$ cat config.mk
export PLATFORM = sky130hd
export DESIGN_NAME = jet_color_map
export DESIGN_NICKNAME = d
export VERILOG_FILES = /design/src/rtl/core/jcm_pkg.sv /design/src/rtl/core/jcm_ctrl.sv /design/src/rtl/core/jcm_datapath.sv /design/src/rtl/core/jet_color_map.sv
export SDC_FILE = /design/constraint.sdc
export NUM_CORES = 1
export LEC_CHECK = 0
export BUFFER_PORTS_ARGS = -buffer_cell sky130_fd_sc_hd__clkbuf_2
export CORE_MARGIN = 4
export CORE_UTILIZATION = 45
export CTS_CLUSTER_DIAMETER = 120
export DETAILED_ROUTE_END_ITERATION = 10
export GPL_ROUTABILITY_DRIVEN = 0
export SYNTH_ARGS = -nofsm -noshare
export SYNTH_HDL_FRONTEND = slang
export SYNTH_SLANG_ARGS = --single-unit
$ cat constraint.sdc
create_clock -name i_clk -period 9.89 [get_ports i_clk]
set_input_delay 0.4945 -clock i_clk [delete_from_list [all_inputs] [get_ports i_clk]]
set_output_delay 0.4945 -clock i_clk [all_outputs]
set_load 0.005 [all_outputs]
$ cat src/rtl/core/jcm_pkg.sv
package jcm_pkg;

    localparam int SAMPLE_BITS = 16;
    localparam int FRAC_BITS   = 8;
    localparam int TDATA_W     = ((SAMPLE_BITS + 7) / 8) * 8;
    localparam int Q_W         = FRAC_BITS + 8;
    localparam int CNT_W       = $clog2(Q_W);
    localparam int ACC_W       = Q_W + 8;

    localparam logic [Q_W-1:0] S_FULL  = Q_W'(255 << FRAC_BITS);
    localparam logic [Q_W-1:0] S_TOP   = Q_W'(96 << FRAC_BITS);
    localparam logic [Q_W-1:0] S_CAP   = Q_W'(64 << FRAC_BITS);
    localparam logic [Q_W-1:0] S_HALF  = Q_W'(32 << FRAC_BITS);
    localparam logic [Q_W-1:0] C_RED   = Q_W'(192 << FRAC_BITS);
    localparam logic [Q_W-1:0] C_GREEN = Q_W'(128 << FRAC_BITS);
    localparam logic [Q_W-1:0] C_BLUE  = Q_W'(64 << FRAC_BITS);

    typedef enum logic [1:0] {
        ACT_FIRST = 2'd0,
        ACT_MORE  = 2'd1,
        ACT_MAP   = 2'd2
    } t_action;

    typedef struct packed {
        logic range_first;
        logic range_more;
        logic map_load;
        logic setup;
        logic div_step;
        logic out_load;
    } t_cmd;

    typedef struct packed {
        logic bypass;
        logic out_full;
    } t_stat;

    function automatic logic [7:0] f_channel(input logic [Q_W-1:0] s,
                                             input logic [Q_W-1:0] c);
        logic [Q_W-1:0]   d;
        logic [Q_W-1:0]   n;
        logic [ACC_W-1:0] acc;
        d = (s >= c) ? (s - c) : (c - s);
        n = (d >= S_TOP) ? '0 : (S_TOP - d);
        if (n > S_CAP) begin
            n = S_CAP;
        end
        acc = {8'b0, n} * ACC_W'(255) + {8'b0, S_HALF};
        return acc[6 + FRAC_BITS +: 8];
    endfunction

endpackage

$ cat src/rtl/core/jcm_ctrl.sv
module jcm_ctrl (
    input  logic          i_clk,
    input  logic          i_rst_n,
    input  logic          i_valid,
    input  logic [1:0]    i_action,
    output logic          o_ready,
    input  jcm_pkg::t_stat i_stat,
    output jcm_pkg::t_cmd  o_cmd
);
    import jcm_pkg::*;

    typedef enum logic [1:0] {
        ST_IDLE,
        ST_SETUP,
        ST_DIVIDE,
        ST_FINISH
    } t_state;

    t_state           r_state, n_state;
    logic [CNT_W-1:0] r_cnt, n_cnt;
    logic             w_accept;

    assign o_ready  = (r_state == ST_IDLE);
    assign w_accept = i_valid && o_ready;

    always_comb begin
        n_state = r_state;
        n_cnt   = r_cnt;
        o_cmd   = '0;
        case (r_state)
            ST_IDLE: begin
                if (w_accept) begin
                    o_cmd.range_first = (i_action == ACT_FIRST);
                    o_cmd.range_more  = (i_action == ACT_MORE);
                    if (i_action == ACT_MAP) begin
                        o_cmd.map_load = 1'b1;
                        n_state        = ST_SETUP;
                    end
                end
            end
            ST_SETUP: begin
                o_cmd.setup = 1'b1;
                n_cnt       = CNT_W'(Q_W - 1);
                n_state     = i_stat.bypass ? ST_FINISH : ST_DIVIDE;
            end
            ST_DIVIDE: begin
                o_cmd.div_step = 1'b1;
                n_cnt          = r_cnt - 1'b1;
                if (r_cnt == '0) begin
                    n_state = ST_FINISH;
                end
            end
            ST_FINISH: begin
                if (!i_stat.out_full) begin
                    o_cmd.out_load = 1'b1;
                    n_state        = ST_IDLE;
                end
            end
            default: begin
                n_state = ST_IDLE;
            end
        endcase
    end

    always_ff @(posedge i_clk) begin
        if (!i_rst_n) begin
            r_state <= ST_IDLE;
            r_cnt   <= '0;
        end else begin
            r_state <= n_state;
            r_cnt   <= n_cnt;
        end
    end

`ifndef SYNTHESIS
    a_map_to_setup: assert property (@(posedge i_clk) disable iff (!i_rst_n)
        (w_accept && i_action == ACT_MAP) |=> r_state == ST_SETUP)
        else $error("map word did not start setup");
    a_div_done: assert property (@(posedge i_clk) disable iff (!i_rst_n)
        (r_state == ST_DIVIDE && r_cnt == '0) |=> r_state == ST_FINISH)
        else $error("divider overran its bit count");
    a_load_free: assert property (@(posedge i_clk) disable iff (!i_rst_n)
        o_cmd.out_load |-> !i_stat.out_full)
        else $error("output register overwritten");
`endif

endmodule

$ cat src/rtl/core/jcm_datapath.sv
module jcm_datapath (
    input  logic                         i_clk,
    input  logic                         i_rst_n,
    input  logic [jcm_pkg::TDATA_W-1:0]  i_sample,
    input  jcm_pkg::t_cmd                i_cmd,
    output jcm_pkg::t_stat               o_stat,
    output logic                         o_valid,
    input  logic                         i_ready,
    output logic [23:0]                  o_data
);
    import jcm_pkg::*;

    localparam int S = SAMPLE_BITS;

    logic signed [S-1:0] r_low, r_high, r_sample;
    logic signed [S-1:0] w_in;
    logic signed [S:0]   w_off_full, w_span_full;
    logic [S-1:0]        w_off;
    logic [S+7:0]        w_prod;
    logic                w_flat, w_below, w_above;
    logic [S-1:0]        r_span, r_rem;
    logic [Q_W-1:0]      r_dvd, r_quot;
    logic [S:0]          w_trial;
    logic                w_fit;
    logic                r_out_valid;
    logic [23:0]         r_out_data;

    assign w_in        = signed'(i_sample[S-1:0]);
    assign w_off_full  = {r_sample[S-1], r_sample} - {r_low[S-1], r_low};
    assign w_span_full = {r_high[S-1], r_high} - {r_low[S-1], r_low};
    assign w_off       = w_off_full[S-1:0];
    assign w_prod      = {8'b0, w_off} * (S + 8)'(255);
    assign w_flat      = (r_high <= r_low);
    assign w_below     = (r_sample <= r_low);
    assign w_above     = (r_sample >= r_high);

    assign w_trial = {r_rem, r_dvd[Q_W-1]};
    assign w_fit   = (w_trial >= {1'b0, r_span});

    assign o_stat.bypass   = w_flat || w_below || w_above;
    assign o_stat.out_full = r_out_valid && !i_ready;

    always_ff @(posedge i_clk) begin
        if (!i_rst_n) begin
            r_low  <= '0;
            r_high <= '0;
        end else if (i_cmd.range_first) begin
            r_low  <= w_in;
            r_high <= w_in;
        end else if (i_cmd.range_more) begin
            if (w_in < r_low) begin
                r_low <= w_in;
            end
            if (w_in > r_high) begin
                r_high <= w_in;
            end
        end
    end

    always_ff @(posedge i_clk) begin
        if (i_cmd.map_load) begin
            r_sample <= w_in;
        end
        if (i_cmd.setup) begin
            r_span <= w_span_full[S-1:0];
            r_rem  <= w_prod[S+7:8];
            r_dvd  <= {w_prod[7:0], {FRAC_BITS{1'b0}}};
            r_quot <= (w_flat || w_below) ? '0 : S_FULL;
        end else if (i_cmd.div_step) begin
            r_rem  <= w_fit ? (w_trial[S-1:0] - r_span) : w_trial[S-1:0];
            r_dvd  <= {r_dvd[Q_W-2:0], 1'b0};
            r_quot <= {r_quot[Q_W-2:0], w_fit};
        end
    end

    always_ff @(posedge i_clk) begin
        if (!i_rst_n) begin
            r_out_valid <= 1'b0;
        end else if (i_cmd.out_load) begin
            r_out_valid <= 1'b1;
        end else if (i_ready) begin
            r_out_valid <= 1'b0;
        end
    end

    always_ff @(posedge i_clk) begin
        if (i_cmd.out_load) begin
            r_out_data <= {f_channel(r_quot, C_BLUE), f_channel(r_quot, C_GREEN),
                           f_channel(r_quot, C_RED)};
        end
    end

    assign o_valid = r_out_valid;
    assign o_data  = r_out_data;

`ifndef SYNTHESIS
    a_range_order: assert property (@(posedge i_clk) disable iff (!i_rst_n)
        (i_cmd.range_first || i_cmd.range_more) |=> r_low <= r_high)
        else $error("range minimum above maximum");
    a_rem_bound: assert property (@(posedge i_clk) disable iff (!i_rst_n)
        i_cmd.div_step |-> r_rem < r_span)
        else $error("divider remainder out of bound");
    a_load_shows: assert property (@(posedge i_clk) disable iff (!i_rst_n)
        i_cmd.out_load |=> r_out_valid)
        else $error("loaded word not presented");
`endif

endmodule

$ cat src/rtl/core/jet_color_map.sv
// Jet color map for one single-band frame streamed twice. Range words (tuser 0 restarts
// the frame, tuser 1 continues) track the signed minimum and maximum, with no output.
// A map word (tuser 2) scales the sample to 0..255 in Q8.8 against that range and
// returns red, green and blue; from acceptance it passes through setup, then a restoring
// divider producing one quotient bit per cycle until the 16-bit quotient is complete,
// then the color stage, which loads the output register. When the sample sits at or
// outside the range or the range is flat, the scaled value is 0 or 255 and the divider is
// skipped. tuser 3 is dropped. A finished word waits in the output register while the
// next input word is taken.
module jet_color_map (
    input  logic                         i_clk,
    input  logic                         i_rst_n,
    input  logic                         s_axis_tvalid,
    output logic                         s_axis_tready,
    input  logic [jcm_pkg::TDATA_W-1:0]  s_axis_tdata,  // sample
    input  logic [1:0]                   s_axis_tuser,  // action
    output logic                         m_axis_tvalid,
    input  logic                         m_axis_tready,
    output logic [23:0]                  m_axis_tdata   // red, green, blue
);
    import jcm_pkg::*;

    t_cmd  w_cmd;
    t_stat w_stat;

    jcm_ctrl u_ctrl (
        .i_clk    (i_clk),
        .i_rst_n  (i_rst_n),
        .i_valid  (s_axis_tvalid),
        .i_action (s_axis_tuser),
        .o_ready  (s_axis_tready),
        .i_stat   (w_stat),
        .o_cmd    (w_cmd)
    );

    jcm_datapath u_datapath (
        .i_clk    (i_clk),
        .i_rst_n  (i_rst_n),
        .i_sample (s_axis_tdata),
        .i_cmd    (w_cmd),
        .o_stat   (w_stat),
        .o_valid  (m_axis_tvalid),
        .i_ready  (m_axis_tready),
        .o_data   (m_axis_tdata)
    );

endmodule

==> results_dict.tcl <==
set metrics [dict create \
    drc_errors 0 \
    first_global_vias 17200 \
    ant_nets 0 \
    cts_tree "done" \
    synth_ff_type "edfxtp_1" \
    slew_viol_final 0 \
    io_pins 48 \
    maxCapViolations 0 \
    cts-root-buf "clkbuf_16" \
    critical_path_class "register to register" \
    synth_warnings 0 \
    grt_usage_pct 19.5 \
    synth_largest_area_cell "fa_1" \
    nets 3024 \
    cp.arrival_ps 9390 \
    drt_iter0_drc 801 \
    fillers 4662 \
    netlist_area_um2 22200 \
    status "completed" \
    netlist-cell-type-count 92 \
    start_kind "register" \
    synth_edf_count 96 \
    async_flop_share_pct 0 \
    final-setup-viol-count 0 \
    grt_remaining_overflow 0 \
    synthTopCellsByArea "fa_1 24%, ha_1 16%, edfxtp_1 13%" \
    holdBufCountCts 0 \
    dp_hpwl_um 41900 \
    holdCritPathClass "input port to register" \
    max_freq_ghz 0.109 \
    cp_max_fo 24 \
    tns_ps 0 \
    crit_required_ps 10110 \
    clockBufferDepth 2 \
    drive_above_1_share_pct 6.41 \
    wl_per_cell_um 15.9 \
    vias_per_cell 5.23 \
    die_y_um 230 \
    htree_num_levels 4 \
    num_rows 81 \
    die_x_um 230 \
    tightest_slew_ps 1060 \
    diodes 0 \
    rsz0062_at_grt "no" \
    avgSynthCellArea_um2 9.20 \
    numCtsBuffers 17 \
    antenna_found_initial 0 \
    grt_pass1_wl_um 84700 \
    seq_area_frac_synth_pct 16.5 \
    drt_first_pass_iters 7 \
    clock_skew_ps 14.3 \
    cts.sinks 135 \
    area_delta_synth_final_pct 7.23 \
    clk_pin_slew_ps 80 \
    clock_latency_ps 480 \
    cp-end-kind "register" \
    period_needed_ps 9170 \
    syn-instance-count 2409 \
    ys_ff_latch 135 \
    dieArea_um2 52900 \
    yosysTopAreaCellShare_pct 24.5 \
    slowest_delay_ps 700 \
    hold_violations 0 \
    fin_crit_sh_pct 92.7 \
    routed_wl_um 49800 \
    initial_utilization_pct 45.4 \
    slowest_stage "edfxtp_1" \
    numPortBuffers 47 \
    grt_start_max_net_pins 68 \
    maxSlewHeadroom_pct 29.4 \
    core-area_um2 48800 \
    vias 16400 \
]
## critical path, delay by kind of cell (launching register included)
kind	cells	cell delay (ps)
DFF	1	700
AOI/OAI and AO/OA	11	2850
buffers and inverters	4	470
adders and majority gates	6	3110
and+or+nand+nor	7	1660
xor gates and xnor gates	1	90
## synth_stat cells, types with 35 or more instances
library cell	count
a21o_1	44
a21oi_1	94
clkbuf_1	35
dfxtp_1	39
edfxtp_1	96
fa_1	271
ha_1	281
inv_1	522
mux2i_1	44
nand2_1	127
nor2_1	131
nor3_1	42
o21ai_0	88
xnor2_1	113
xor2_1	52
## flip-flops by register name, indices dropped and copies added, names as in the netlist
name,flops
u_datapath.r_dvd,8
u_datapath.r_sample,16
u_ctrl.r_state,2
u_datapath.r_low,16
u_datapath.o_valid,1
u_datapath.r_quot,16
u_datapath.r_high,16
u_datapath.r_rem,16
u_datapath.o_data,24
u_datapath.r_span,16
u_ctrl.r_cnt,4
## area by class of cell
| cell class | count | area [µm²] | share of cell area [%] |
|---|---|---|---|
| clock inverter | 14 | 131 | 0.553 |
| multi-input combinational | 1704 | 16300 | 68.8 |
| inverter | 524 | 1970 | 8.28 |
| clock buffer | 18 | 429 | 1.81 |
| tap | 664 | 831 | 3.50 |
| timing repair buffer | 68 | 397 | 1.67 |
| sequential | 135 | 3660 | 15.4 |
## worst paths after layout
path              cells past startpoint                   from                endpoint  slack [ps]
setup / recovery                     29  u_datapath.r_quot[15]    u_datapath.o_data[6]         720
hold reg to reg                       2   u_datapath.r_low[11]    u_datapath.r_low[11]         460
hold / removal                        1        s_axis_tdata[3]  u_datapath.r_sample[3]         240
setup reg to reg                     29  u_datapath.r_quot[15]    u_datapath.o_data[6]         720
## cells by family (layout without fill, tap and decap cells)
kind of cell	count (synthesis)	after routing	synth area share, %
buffers and inverters	583	624	10.1
AND/OR/NAND/NOR	525	525	12.2
adder cells (fa/ha/maj)	552	552	40.3
AO/OA/AOI/OAI	395	395	11.8
multiplexers	51	51	2.34
XOR/XNOR	166	166	6.64
flip-flops	135	135	16.5
other	2	15	0.0339
## layer usage
metal | wire length [µm] | up-vias | track usage (%)
li1 | - | 8028 | -
met2 | 25800 | 263 | 35.5
met3 | 1450 | 69 | 3.18
met5 | 0 | - | 0
met1 | 21600 | 7993 | 24.1
met4 | 992 | 0 | 4.90
## repair_timing
action	4_1_cts	5_1_grt
hold endpoints to repair	0	0
setup endpoints to repair	0	5
buffers inserted	0	1
gates resized for setup	0	4
## cell usage in the layout, fill, tap and decap left out, types with 19 or more instances in the layout
cell type / instances
inv_1: 522
ha_1: 278
fa_1: 271
nor2_1: 131
nand2_1: 127
xnor2_1: 113
edfxtp_1: 96
a21oi_1: 91
o21ai_0: 88
xor2_1: 52
clkbuf_2: 47
a21o_1: 44
mux2i_1: 44
nor3_1: 42
dfxtp_1: 39
nor2b_1: 29
nand4_1: 29
nand3_1: 29
nand2b_1: 25
buf_4: 20
o21a_1: 19
## per-stage QoR
step	hold slack, ps	setup slack [ps]	util (%)	std cells	instance area [µm²]
6_report	244	723	48.7	3127	23800
5_1_grt	225	51.3	48.7	3127	23800
4_1_cts	203	483	48.6	3126	23700
3_5_place_dp	455	518	47.5	3094	23200
3_3_place_gp	445	681	47.5	3094	23200
2_1_floorplan	438	1110	-	2422	22200
Power is left out: the tool's default activity adds up to more than one toggle a clock period on the data nets, which glitch-free logic cannot reach.
